**src/hdl/pts_pkg.sv**
```systemverilog
// ----------------------------------------------------------------------------
// pts_pkg: periodic transmit scheduler package
// Request and status codes, the table entry type and fixed result limits.
// ----------------------------------------------------------------------------
package pts_pkg;

  // request codes
  typedef enum logic [1:0] {
    REQ_START = 2'd0,
    REQ_STOP  = 2'd1,
    REQ_TICK  = 2'd2
  } req_e;

  // result status codes
  typedef enum logic [2:0] {
    STAT_DUE       = 3'd0,
    STAT_UPDATED   = 3'd1,
    STAT_ADDED     = 3'd2,
    STAT_REMOVED   = 3'd3,
    STAT_NOT_FOUND = 3'd4,
    STAT_FULL      = 3'd5,
    STAT_NONE_DUE  = 3'd6
  } status_e;

  // sequencer states
  typedef enum logic [1:0] {
    S_IDLE,
    S_SCAN,
    S_DONE
  } state_e;

  // one table entry as it travels along the chain
  typedef struct packed {
    logic [7:0]  sidx;
    logic [7:0]  vidx;
    logic [31:0] ival;
    logic [31:0] lfire;
  } entry_t;

  // due results reported by one tick at most
  localparam int unsigned MaxResults = 16;
  localparam int unsigned NresW      = $clog2(MaxResults + 1);
  typedef logic [NresW-1:0] nres_t;

endpackage

```
**src/hdl/pts_req_if.sv**
```systemverilog
// ----------------------------------------------------------------------------
// pts_req_if: request channel
// Valid/ready channel carrying one scheduler request.
// ----------------------------------------------------------------------------
interface pts_req_if;
  logic        valid;
  logic        ready;
  logic [1:0]  req_type;
  logic [7:0]  struct_index;
  logic [7:0]  variable_index;
  logic [31:0] interval_ms;
  logic [31:0] now_ms;

  modport source (
    output valid, req_type, struct_index, variable_index, interval_ms, now_ms,
    input  ready
  );
  modport sink (
    input  valid, req_type, struct_index, variable_index, interval_ms, now_ms,
    output ready
  );
endinterface

```
**src/hdl/pts_rsp_if.sv**
```systemverilog
// ----------------------------------------------------------------------------
// pts_rsp_if: result channel
// Valid/ready channel carrying one scheduler result.
// ----------------------------------------------------------------------------
interface pts_rsp_if;
  logic       valid;
  logic       ready;
  logic [2:0] status;
  logic [7:0] due_struct;
  logic [7:0] due_variable;
  logic       last;

  modport source (
    output valid, status, due_struct, due_variable, last,
    input  ready
  );
  modport sink (
    input  valid, status, due_struct, due_variable, last,
    output ready
  );
endinterface

```
**src/hdl/periodic_transmit_scheduler.sv**
```systemverilog
// ----------------------------------------------------------------------------
// periodic_transmit_scheduler: periodic transmit table scheduler
// Start, stop and tick requests on a circulating table of periodic entries.
// ----------------------------------------------------------------------------
//  channel  dir  modport  payload
//  req_i    in   sink     req_type, struct_index, variable_index,
//                         interval_ms, now_ms
//  rsp_o    out  source   status, due_struct, due_variable, last
//
//  each request is accepted in idle, then makes one full turn of the entry
//  ring (TABLE_DEPTH shifts past the head unit), then posts the final result.
//  a stalled result port stops the ring while a tick holds a due result it
//  cannot place, and holds the final step until the result register frees.
//  reset clears the control registers and the entry count; the slots need no
//  clearing pass. a new request is taken while the last result waits.
// ----------------------------------------------------------------------------
module periodic_transmit_scheduler #(
  parameter int unsigned TABLE_DEPTH = 16
) (
  input  logic clk_i,
  input  logic rst_ni,
  pts_req_if.sink   req_i,
  pts_rsp_if.source rsp_o
);
  import pts_pkg::*;

  localparam int unsigned KW = (TABLE_DEPTH > 1) ? $clog2(TABLE_DEPTH) : 1;
  localparam int unsigned CW = $clog2(TABLE_DEPTH + 1);
  localparam logic [CW-1:0] TableDepthC = CW'(TABLE_DEPTH);
  localparam logic [KW-1:0] LastSlotC   = KW'(TABLE_DEPTH - 1);

  state_e        state_q, state_d;
  logic [KW-1:0] k_q, k_d;
  logic [CW-1:0] cnt_q, cnt_d;
  logic          found_q, found_d;
  nres_t         nres_q, nres_d;
  logic          pend_vld_q, pend_vld_d;
  logic [7:0]    pend_s_q, pend_s_d, pend_v_q, pend_v_d;
  logic          out_vld_q, out_vld_d;
  status_e       out_stat_q, out_stat_d;
  logic [7:0]    out_s_q, out_s_d, out_v_q, out_v_d;
  logic          out_last_q, out_last_d;

  req_e          rq_type_q;
  logic [7:0]    rq_s_q, rq_v_q;
  logic [31:0]   rq_ival_q, rq_now_q;

  logic          cap;
  logic          shift;
  entry_t        head, nxt, tail;
  logic          in_tbl, key_hit, at_end, due, out_free;
  logic [31:0]   elapsed;

  // entry ring
  pts_ring #(
    .TABLE_DEPTH (TABLE_DEPTH)
  ) u_ring (
    .clk_i   (clk_i),
    .shift_i (shift),
    .tail_i  (tail),
    .head_o  (head),
    .next_o  (nxt)
  );

  // head unit tests
  assign in_tbl   = CW'(k_q) < cnt_q;
  assign at_end   = CW'(k_q) == cnt_q;
  assign key_hit  = in_tbl && (head.sidx == rq_s_q) && (head.vidx == rq_v_q);
  assign elapsed  = rq_now_q - head.lfire;
  assign due      = in_tbl && (elapsed >= head.ival) && (nres_q < nres_t'(MaxResults));
  assign out_free = !out_vld_q || rsp_o.ready;

  // sequencer and head processing
  always_comb begin
    state_d    = state_q;
    k_d        = k_q;
    cnt_d      = cnt_q;
    found_d    = found_q;
    nres_d     = nres_q;
    pend_vld_d = pend_vld_q;
    pend_s_d   = pend_s_q;
    pend_v_d   = pend_v_q;
    out_vld_d  = out_vld_q && !rsp_o.ready;
    out_stat_d = out_stat_q;
    out_s_d    = out_s_q;
    out_v_d    = out_v_q;
    out_last_d = out_last_q;
    cap        = 1'b0;
    shift      = 1'b0;
    tail       = head;
    req_i.ready = 1'b0;

    case (state_q)
      S_IDLE: begin
        req_i.ready = 1'b1;
        if (req_i.valid) begin
          cap = 1'b1;
          if (req_i.req_type inside {REQ_START, REQ_STOP, REQ_TICK}) begin
            state_d = S_SCAN;
            k_d     = '0;
          end
        end
      end

      S_SCAN: begin
        shift = 1'b1;
        case (rq_type_q)
          REQ_START: begin
            if (key_hit) begin
              tail.ival = rq_ival_q;
              found_d   = 1'b1;
            end else if (at_end && !found_q) begin
              tail = '{sidx: rq_s_q, vidx: rq_v_q, ival: rq_ival_q, lfire: rq_now_q};
            end
          end
          REQ_STOP: begin
            // from the match on, each slot takes its successor
            if (key_hit || found_q) begin
              tail = nxt;
            end
            if (key_hit) begin
              found_d = 1'b1;
            end
          end
          REQ_TICK: begin
            if (due) begin
              if (pend_vld_q && !out_free) begin
                shift = 1'b0;
              end else begin
                tail.lfire = head.lfire + head.ival;
                nres_d     = nres_q + 1'b1;
                pend_vld_d = 1'b1;
                pend_s_d   = head.sidx;
                pend_v_d   = head.vidx;
                if (pend_vld_q) begin
                  out_vld_d  = 1'b1;
                  out_stat_d = STAT_DUE;
                  out_s_d    = pend_s_q;
                  out_v_d    = pend_v_q;
                  out_last_d = 1'b0;
                end
              end
            end
          end
          default: ;
        endcase
        if (shift) begin
          if (k_q == LastSlotC) begin
            state_d = S_DONE;
            k_d     = '0;
          end else begin
            k_d = k_q + 1'b1;
          end
        end
      end

      S_DONE: begin
        if (out_free) begin
          state_d    = S_IDLE;
          found_d    = 1'b0;
          nres_d     = '0;
          pend_vld_d = 1'b0;
          out_vld_d  = 1'b1;
          out_last_d = 1'b1;
          out_s_d    = rq_s_q;
          out_v_d    = rq_v_q;
          case (rq_type_q)
            REQ_START: begin
              if (found_q) begin
                out_stat_d = STAT_UPDATED;
              end else if (cnt_q != TableDepthC) begin
                out_stat_d = STAT_ADDED;
                cnt_d      = cnt_q + 1'b1;
              end else begin
                out_stat_d = STAT_FULL;
              end
            end
            REQ_STOP: begin
              if (found_q) begin
                out_stat_d = STAT_REMOVED;
                cnt_d      = cnt_q - 1'b1;
              end else begin
                out_stat_d = STAT_NOT_FOUND;
              end
            end
            REQ_TICK: begin
              if (pend_vld_q) begin
                out_stat_d = STAT_DUE;
                out_s_d    = pend_s_q;
                out_v_d    = pend_v_q;
              end else begin
                out_stat_d = STAT_NONE_DUE;
                out_s_d    = '0;
                out_v_d    = '0;
              end
            end
            default: begin
              out_vld_d = out_vld_q && !rsp_o.ready;
            end
          endcase
        end
      end

      default: state_d = S_IDLE;
    endcase
  end

  // control registers
  always_ff @(posedge clk_i or negedge rst_ni) begin
    if (!rst_ni) begin
      state_q    <= S_IDLE;
      k_q        <= '0;
      cnt_q      <= '0;
      found_q    <= 1'b0;
      nres_q     <= '0;
      pend_vld_q <= 1'b0;
      out_vld_q  <= 1'b0;
    end else begin
      state_q    <= state_d;
      k_q        <= k_d;
      cnt_q      <= cnt_d;
      found_q    <= found_d;
      nres_q     <= nres_d;
      pend_vld_q <= pend_vld_d;
      out_vld_q  <= out_vld_d;
    end
  end

  // request capture and result payload
  always_ff @(posedge clk_i) begin
    if (cap) begin
      rq_type_q <= req_e'(req_i.req_type);
      rq_s_q    <= req_i.struct_index;
      rq_v_q    <= req_i.variable_index;
      rq_ival_q <= req_i.interval_ms;
      rq_now_q  <= req_i.now_ms;
    end
    pend_s_q   <= pend_s_d;
    pend_v_q   <= pend_v_d;
    out_stat_q <= out_stat_d;
    out_s_q    <= out_s_d;
    out_v_q    <= out_v_d;
    out_last_q <= out_last_d;
  end

  // result port
  assign rsp_o.valid        = out_vld_q;
  assign rsp_o.status       = out_stat_q;
  assign rsp_o.due_struct   = out_s_q;
  assign rsp_o.due_variable = out_v_q;
  assign rsp_o.last         = out_last_q;

`ifndef NO_ASSERTIONS
  a_cnt_range: assert property (@(posedge clk_i) disable iff (!rst_ni)
    cnt_q <= TableDepthC)
    else $error("entry count beyond table depth");

  a_pend_busy: assert property (@(posedge clk_i) disable iff (!rst_ni)
    pend_vld_q |-> (state_q == S_SCAN || state_q == S_DONE))
    else $error("held due result outside a tick");

  a_nres_cap: assert property (@(posedge clk_i) disable iff (!rst_ni)
    nres_q <= nres_t'(MaxResults))
    else $error("due result count beyond limit");

  a_final_post: assert property (@(posedge clk_i) disable iff (!rst_ni)
    (state_q == S_DONE && out_free) |=> (out_vld_q && out_last_q && state_q == S_IDLE))
    else $error("final result not posted");
`endif

endmodule

```
**src/hdl/pts_cell.sv**
```systemverilog
// ----------------------------------------------------------------------------
// pts_cell: one table slot
// Holds one entry and loads the entry at its input on every shift.
// ----------------------------------------------------------------------------
module pts_cell (
  input  logic            clk_i,
  input  logic            en_i,
  input  pts_pkg::entry_t d_i,
  output pts_pkg::entry_t q_o
);
  import pts_pkg::*;

  entry_t ent_q;

  // slot storage, contents undefined until written
  always_ff @(posedge clk_i) begin
    if (en_i) begin
      ent_q <= d_i;
    end
  end

  assign q_o = ent_q;

endmodule

```
**src/hdl/pts_ring.sv**
```systemverilog
// ----------------------------------------------------------------------------
// pts_ring: circulating entry chain
// Row of slots that shifts toward the head; the tail takes the processed entry.
// ----------------------------------------------------------------------------
module pts_ring #(
  parameter int unsigned TABLE_DEPTH = 16
) (
  input  logic            clk_i,
  input  logic            shift_i,
  input  pts_pkg::entry_t tail_i,
  output pts_pkg::entry_t head_o,
  output pts_pkg::entry_t next_o
);
  import pts_pkg::*;

  localparam int unsigned NextIdx = (TABLE_DEPTH > 1) ? 1 : 0;

  entry_t slot [TABLE_DEPTH];

  // chain of cells, each fed by its upstream neighbor, the last by the tail input
  for (genvar i = 0; i < TABLE_DEPTH; i++) begin : g_cell
    entry_t d;
    if (i == TABLE_DEPTH - 1) begin : g_tail
      assign d = tail_i;
    end else begin : g_mid
      assign d = slot[i+1];
    end
    pts_cell u_cell (
      .clk_i (clk_i),
      .en_i  (shift_i),
      .d_i   (d),
      .q_o   (slot[i])
    );
  end

  assign head_o = slot[0];
  assign next_o = slot[NextIdx];

endmodule

```
**src/flat_wrapper.sv**
```systemverilog
// flat-port wrapper written by rule: the top's interface ports become plain ports
module periodic_transmit_scheduler_flat import pts_pkg::*;
#(
  parameter int unsigned TABLE_DEPTH = 16
)
  (clk_i, rst_ni, req_i_valid, req_i_req_type, req_i_struct_index, req_i_variable_index, req_i_interval_ms, req_i_now_ms, req_i_ready, rsp_o_valid, rsp_o_status, rsp_o_due_struct, rsp_o_due_variable, rsp_o_last, rsp_o_ready);
  pts_req_if req_i_i ();
  pts_rsp_if rsp_o_i ();
  input  logic clk_i;
  input  logic rst_ni;
  input wire logic [$bits(req_i_i.valid)-1:0] req_i_valid;
  input wire logic [$bits(req_i_i.req_type)-1:0] req_i_req_type;
  input wire logic [$bits(req_i_i.struct_index)-1:0] req_i_struct_index;
  input wire logic [$bits(req_i_i.variable_index)-1:0] req_i_variable_index;
  input wire logic [$bits(req_i_i.interval_ms)-1:0] req_i_interval_ms;
  input wire logic [$bits(req_i_i.now_ms)-1:0] req_i_now_ms;
  output wire logic [$bits(req_i_i.ready)-1:0] req_i_ready;
  output wire logic [$bits(rsp_o_i.valid)-1:0] rsp_o_valid;
  output wire logic [$bits(rsp_o_i.status)-1:0] rsp_o_status;
  output wire logic [$bits(rsp_o_i.due_struct)-1:0] rsp_o_due_struct;
  output wire logic [$bits(rsp_o_i.due_variable)-1:0] rsp_o_due_variable;
  output wire logic [$bits(rsp_o_i.last)-1:0] rsp_o_last;
  input wire logic [$bits(rsp_o_i.ready)-1:0] rsp_o_ready;
  assign req_i_i.valid = req_i_valid;
  assign req_i_i.req_type = req_i_req_type;
  assign req_i_i.struct_index = req_i_struct_index;
  assign req_i_i.variable_index = req_i_variable_index;
  assign req_i_i.interval_ms = req_i_interval_ms;
  assign req_i_i.now_ms = req_i_now_ms;
  assign req_i_ready = req_i_i.ready;
  assign rsp_o_valid = rsp_o_i.valid;
  assign rsp_o_status = rsp_o_i.status;
  assign rsp_o_due_struct = rsp_o_i.due_struct;
  assign rsp_o_due_variable = rsp_o_i.due_variable;
  assign rsp_o_last = rsp_o_i.last;
  assign rsp_o_i.ready = rsp_o_ready;
  periodic_transmit_scheduler #(.TABLE_DEPTH(TABLE_DEPTH)) u_core (.clk_i(clk_i), .rst_ni(rst_ni), .req_i(req_i_i), .rsp_o(rsp_o_i));
endmodule
```
**config.mk**
```make
export PLATFORM = sky130hd
export DESIGN_NAME = periodic_transmit_scheduler_flat
export DESIGN_NICKNAME = d
export VERILOG_FILES = /design/src/hdl/pts_pkg.sv /design/src/hdl/pts_req_if.sv /design/src/hdl/pts_rsp_if.sv /design/src/hdl/periodic_transmit_scheduler.sv /design/src/hdl/pts_cell.sv /design/src/hdl/pts_ring.sv /design/src/flat_wrapper.sv
export SDC_FILE = /design/constraint.sdc
export NUM_CORES = 1
export LEC_CHECK = 0
export BUFFER_PORTS_ARGS = -buffer_cell sky130_fd_sc_hd__buf_2
export CORE_ASPECT_RATIO = 1.75
export CORE_MARGIN = 4
export CORE_UTILIZATION = 45
export DETAILED_ROUTE_END_ITERATION = 12
export SLEW_MARGIN = 20
export SYNTH_ARGS = -nofsm -noshare
export SYNTH_HDL_FRONTEND = slang
export SYNTH_HIERARCHICAL = 1
export SYNTH_SLANG_ARGS = --single-unit
```
**constraint.sdc**
```tcl
create_clock -name clk_i -period 63 [get_ports clk_i]
set_clock_uncertainty 0.15 [all_clocks]
set_input_delay 9.45 -clock clk_i [delete_from_list [all_inputs] [get_ports clk_i]]
set_output_delay 9.45 -clock clk_i [all_outputs]
set_load 0.02 [all_outputs]
```
# Word-level counts from Yosys, hierarchy flattened
# Index checks and enable logic that the tools add are counted.
word_totals:
  ff_bits: 1417
  rom_bits: 0
  latch_bits: 0
  out_inout_bits: 22
  input_bits: 86
  memories: 0
  elab_cells: 234
  ramBits: 0
classes:
  n_eq_ne: 26
  shift: 0
  n_div: 0
  n_addsub: 6
  reduce_logical: 30
  n_mul: 0
  bitwise_logic: 1
  mux: 86
  magnitude_cmp: 3
ops:
  columns: ["op", "n"]
  rows:
  - ["$mux 80", 3]
  - ["$mux 32", 4]
  - ["$mux 8", 14]
  - ["$pmux 32 s3", 1]
  - ["$pmux 48 s2", 1]
  - ["$mux 5", 7]
  - ["$add 32x32->32", 1]
  - ["$ge 32x32->1", 1]
  - ["$pmux 8 s2", 2]
  - ["$sub 32x32->32", 1]
  - ["$mux 3", 9]
  - ["$mux 1", 25]
  - ["$ne 2x1->1 const B", 10]
  - ["$pmux 5 s2", 2]
  - ["$eq 8x8->1", 2]
  - ["$mux 16", 1]
  - ["$mux 4", 4]
  - ["$reduce_and 4->1", 3]
  - ["$reduce_and 6->1", 2]
  - ["$add 5x1->5 const B", 2]
  - ["$mux 2", 5]
  - ["$reduce_and 5->1", 2]
  - ["$pmux 3 s3", 1]
  - ["$ne 2x2->1 const B", 4]
  - ["other kinds (24)", 45]

# Longest topological paths before layout
logic_depth:
  depth_word: 10
  depth_mapped: 27
  ltp_nobuf: 25

# Hierarchy
# The synthesis kept the hierarchy.
by_module_without_submodules:
  columns: ["mod", "cells_each", "n_inst", "seq_area_each_um2", "area_per_inst_um2"]
  rows:
  - ["pts_cell", 80, 16, 2402.3, 2402.3]
  - ["periodic_transmit_scheduler", 1276, 1, 4018.9, 11686.2]

# Worst setup path before layout
# Ideal clock, no wire load.
synth_timing:
  kind: "input -> register"
  start: "input port rsp_o_ready"
  end: "register u_core.u_ring.g_cell[0].u_cell.ent_q (netlist bit u_core/u_ring/g_cell[0].u_cell/q_o[0]) (enable)"
  required_time_ps: 59886
  n_path_buf: 0
  setup_time_ps: 2964
  stages: 3
  t_arrival_ps: 62607
  slack_ps: -2720
  path_cell_list: "nand2b_1 > nor3_1 > nor2_1"
synth_between:
  elab_chain_cells: 8
synth_rtl:
  columns: ["element", "line_no", "rtl"]
  rows:
  - ["from (decl)", "flat_wrapper.sv:23", "input wire logic [$bits(rsp_o_i.ready)-1:0] rsp_o_ready;"]
  - ["$logic_or 1x1->1", "periodic_transmit_scheduler.sv:71", "assign out_free = !out_vld_q || rsp_o.ready;"]
  - ["$logic_not 1->1", "periodic_transmit_scheduler.sv:127", "if (pend_vld_q && !out_free) begin"]
  - ["$logic_and 1x1->1", "periodic_transmit_scheduler.sv:127", null]
  - ["$mux 1", "periodic_transmit_scheduler.sv:127", null]
  - ["$mux 1", "periodic_transmit_scheduler.sv:126", "if (due) begin"]
  - ["$mux 1", "periodic_transmit_scheduler.sv:107", "case (rq_type_q)"]
  - ["$mux 1 (2 in series)", "periodic_transmit_scheduler.sv:93", "case (state_q)"]
  - ["net u_core.shift", "periodic_transmit_scheduler.sv:49", "logic shift;"]
  - ["to (signal assigned)", "pts_cell.sv:18", "ent_q <= d_i;"]
  - ["to (decl)", "pts_cell.sv:13", "entry_t ent_q;"]
# The timed path passes the listed nets, and every way through them passes these cells. The select of a mux whose other input is x is not followed.
# A chain may end at the register's enable or synchronous reset.

# Final worst setup path
layout_timing:
  start: "input port rsp_o_ready"
  end: "register u_core.u_ring.g_cell[7].u_cell.ent_q (netlist bit u_core/u_ring/g_cell[7].u_cell/q_o[57]) (enable)"
layout_between:
  elab_chain_cells: 8
layout_rtl:
  columns: ["element", "line_no"]
  rows:
  - ["$logic_or 1x1->1", "periodic_transmit_scheduler.sv:71"]
  - ["$logic_not 1->1", "periodic_transmit_scheduler.sv:127"]
  - ["$logic_and 1x1->1", "periodic_transmit_scheduler.sv:127"]
  - ["$mux 1", "periodic_transmit_scheduler.sv:127"]
  - ["$mux 1", "periodic_transmit_scheduler.sv:126"]
  - ["$mux 1", "periodic_transmit_scheduler.sv:107"]
  - ["$mux 1 (2 in series)", "periodic_transmit_scheduler.sv:93"]
  - ["net u_core.shift", "periodic_transmit_scheduler.sv:49"]
  - ["to (signal assigned)", "pts_cell.sv:18"]
  - ["to (decl)", "pts_cell.sv:13"]
# The timed path passes the listed nets, and every way through them passes these cells. The select of a mux whose other input is x is not followed.

==> impl_metrics.py <==
metrics = {
    "final_layout": {
        "final_util_pct": 51.4,
        "fin_nets": 2959,
        "synthToLayoutAreaGrowth_pct": 13.2,
        "drive_above_1_share_pct": 13.4,
        "final_common_cell": "edfxtp_1",
        "fill_cells": 8864,
        "layout_common_cells": "1398 x edfxtp_1, 125 x nand2_1, 120 x clkbuf_16",
    },
    "placement": {
        "portBuffers": 107,
        "routabilityCongestion": 0.878,
        "dp_hpwl_um": 56900,
        "pre_cts_slack_ps": 48500,
    },
    "timing": {
        "hold-worst-slack_ps": 219,
        "maxSlewHeadroom_pct": 27.3,
        "setup_ws_ps": 49810,
        "rsz0062_at_grt": "no",
        "period_needed_ps": 13190,
        "drv_slew": 0,
        "tightest_slew_ps": 1090,
        "setup_viol": 0,
        "finalHoldViolCount": 0,
        "finalSetupTns_ps": 0,
        "max_freq_mhz": 75.8,
        "period_share_pct": 20.9,
    },
    "yosys": {
        "syn_avg_cell_area_sq_um": 19.6,
        "yosysWarnings": 6,
        "synth_seq_cells": 1417,
        "synth_edf_count": 1398,
        "synth.top_cell.area_share_pct": 83.8,
        "seq_area_frac_synth_pct": 84.7,
        "synth.distinct_cells": 82,
        "async_flop_share_pct": 1.34,
        "synthCells": 2556,
        "synth_area_sq_um": 50100,
        "syn-num-nets": 2755,
        "synth.largest_area_cell": "edfxtp_1",
        "synthTopCellsByArea": "edfxtp_1 84%, ha_1 2.7%, o21ai_0 1.1%, a21oi_1 0.96%, dfrtp_1 0.95%",
        "synthFlopType": "edfxtp_1",
    },
    "critical_path": {
        "crit_fanout": 211,
        "r2r_cells": 26,
        "critPathLaunchType": "input pin",
        "critPathCaptureType": "flop",
        "cp.required_ps": 63180,
        "critPathArrivalTime_ps": 13370,
        "crit_type": "in -> reg",
    },
    "die": {
        "die_x_um": 260,
        "start_util_pct": 45.4,
        "core_region_area_sq_um": 110000,
        "die-area_sq_um": 117000,
        "die_y_um": 450,
        "std_cell_rows": 161,
        "ios": 108,
    },
    "global_route": {
        "antenna_found_initial": 4,
        "grt_max_degree": 224,
        "grt_overflow": 0,
        "grt.total_usage_pct": 16.0,
        "grt_pass1_vias": 23500,
        "grt_pass1_wl_um": 142000,
    },
    "clocking": {
        "hold_buffers": 0,
        "post_cts_buffers": 0,
        "cts.sinks": 1417,
        "clk_latency_ps": 760,
        "cts_buffer_depth": 3,
        "cts_resized": 0,
        "cts_tree": "built",
        "htreeDepth": 3,
        "clock-root-buffer": "clkbuf_16",
        "clk_pin_slew_ps": 70,
        "numCtsBuffers": 120,
    },
    "drt": {
        "drc_errors": 0,
        "ant_nets": 0,
        "routed_wl_um": 94300,
        "route.detailed.wl_per_inst_um": 21.8,
        "num_vias": 23100,
        "drt_iter0_drc": 2119,
        "vias_per_cell": 5.33,
        "first_pass_iters": 7,
    },
    "outcome": {
        "outcome": "finished, final reports clean",
    },
    "min_path": {
        "hold_path.class": "reg -> reg",
        "hold_path_depth": 0,
    },
    "power_and_ir_drop": {
        "p_leak_nw": 19.3,
        "ir_worst_vdd_v": 0.0000324,
        "powerDensity_nw_per_um2": 51.8,
    },
    "flow_run": {
        "drv_cap": 0,
    },
}
[cell type report]
| cell class | instances | area (sq um) | area share, % |
|---|---|---|---|
| flip-flops and latches | 1417 | 42500 | 74.8 |
| multi-input cells | 990 | 7100 | 12.5 |
| clock buffers | 135 | 3060 | 5.39 |
| well taps | 1467 | 1840 | 3.24 |
| clock inverters | 90 | 1070 | 1.89 |
| repair buffers | 133 | 825 | 1.45 |
| inverters | 98 | 368 | 0.649 |
| diodes | 2 | 5.00 | 0.00882 |
[where the power goes]
part / internal, mW / total (mW) / leakage, nW / switching (mW)
Clock: 0.431 / 0.768 / 2.00 / 0.338
Combinational: 0.172 / 0.575 / 4.03 / 0.403
Sequential: 1.47 / 1.59 / 13.3 / 0.118
[path summary, 6_finish.rpt]
| path | start | to | slack [ps] |
|---|---|---|---|
| max in group asynchronous | rst_ni | u_core/nres_q[2]$_DFFE_PN0P_ | 53870 |
| max reg2reg | u_core/rq_now_q[0]$_DFFE_PP_ | u_core/u_ring/g_cell[7].u_cell/q_o[57]$_DFFE_PP_ | 53650 |
| max | rsp_o_ready | u_core/u_ring/g_cell[7].u_cell/q_o[57]$_DFFE_PP_ | 49810 |
| min reg2reg | u_core/u_ring/g_cell[4].u_cell/q_o[62]$_DFFE_PP_ | u_core/u_ring/g_cell[3].u_cell/q_o[62]$_DFFE_PP_ | 220 |
| min in group asynchronous | rst_ni | u_core/cnt_q[0]$_DFFE_PN0P_ | 8490 |
| min | u_core/u_ring/g_cell[4].u_cell/q_o[62]$_DFFE_PP_ | u_core/u_ring/g_cell[3].u_cell/q_o[62]$_DFFE_PP_ | 220 |
[cell usage after synthesis, drive strengths merged, types with 10 or more instances]
master  number
edfxtp    1398
o21ai      139
nand2      125
ha         110
a21oi      101
inv         97
a22oi       57
nor2        56
xnor2       38
xor2        37
a21o        35
mux2        32
clkbuf      29
buf         22
nand3       20
a22o        19
dfrtp       19
nor3        19
a221oi      15
a221o       13
mux2i       12
o21a        12
nand2b      11
a211oi      10
[metrics by stage]
stage | instance area, sq um | std cells | power, mW
global placement | 52500 | 4103 | 2.16
finish | 56700 | 4332 | 2.94
global route | 56700 | 4330 | 3.09
detailed placement | 52500 | 4103 | 2.18
CTS | 56700 | 4328 | 2.97
floorplan | 50100 | 2556 | 2.31
[per-layer routing]
metal / routed length [um] / GRT usage (%) / vias up
met1: 39500 / 21.1 / 11700
li1: - / - / 10400
met2: 44600 / 25.1 / 712
met3: 4580 / 2.68 / 235
met4: 5620 / 9.35 / 0
met5: 0 / 0 / -
[cell families after synthesis]
kind of cell	count (synthesis)	synth area share, %
buf+inv	149	1.21
flops	1417	84.7
xor+xnor	75	1.31
fa+ha+maj	113	2.87
simple gates	291	2.71
compound gates	467	6.25
mux	44	0.959
[state kept, by name, summed over array words and instances (netlist names)]
register                         cells
u_core/rsp_o.status                  3
u_core/rq_v_q                        8
u_core/nres_q                        5
u_core/rq_s_q                        8
u_core/k_q                           4
u_core/rq_now_q                     32
u_core/pend_vld_q                    1
u_core/rq_ival_q                    32
u_core/u_ring/g_cell.u_cell/q_o   1280
u_core/state_q                       2
u_core/rq_type_q                     2
u_core/rsp_o.due_variable            8
u_core/pend_v_q                      8
u_core/found_q                       1
u_core/rsp_o.valid                   1
u_core/cnt_q                         5
u_core/rsp_o.last                    1
u_core/rsp_o.due_struct              8
u_core/pend_s_q                      8
[worst max-delay path: stages]
cell and delay (ps):
buf_2 90, nand2b_1 200, nor3_1 170, nor2_4 270, buf_12 360, buf_4 780, buf_4 930, buf_12 800
Power figures use the tool's default switching activity.
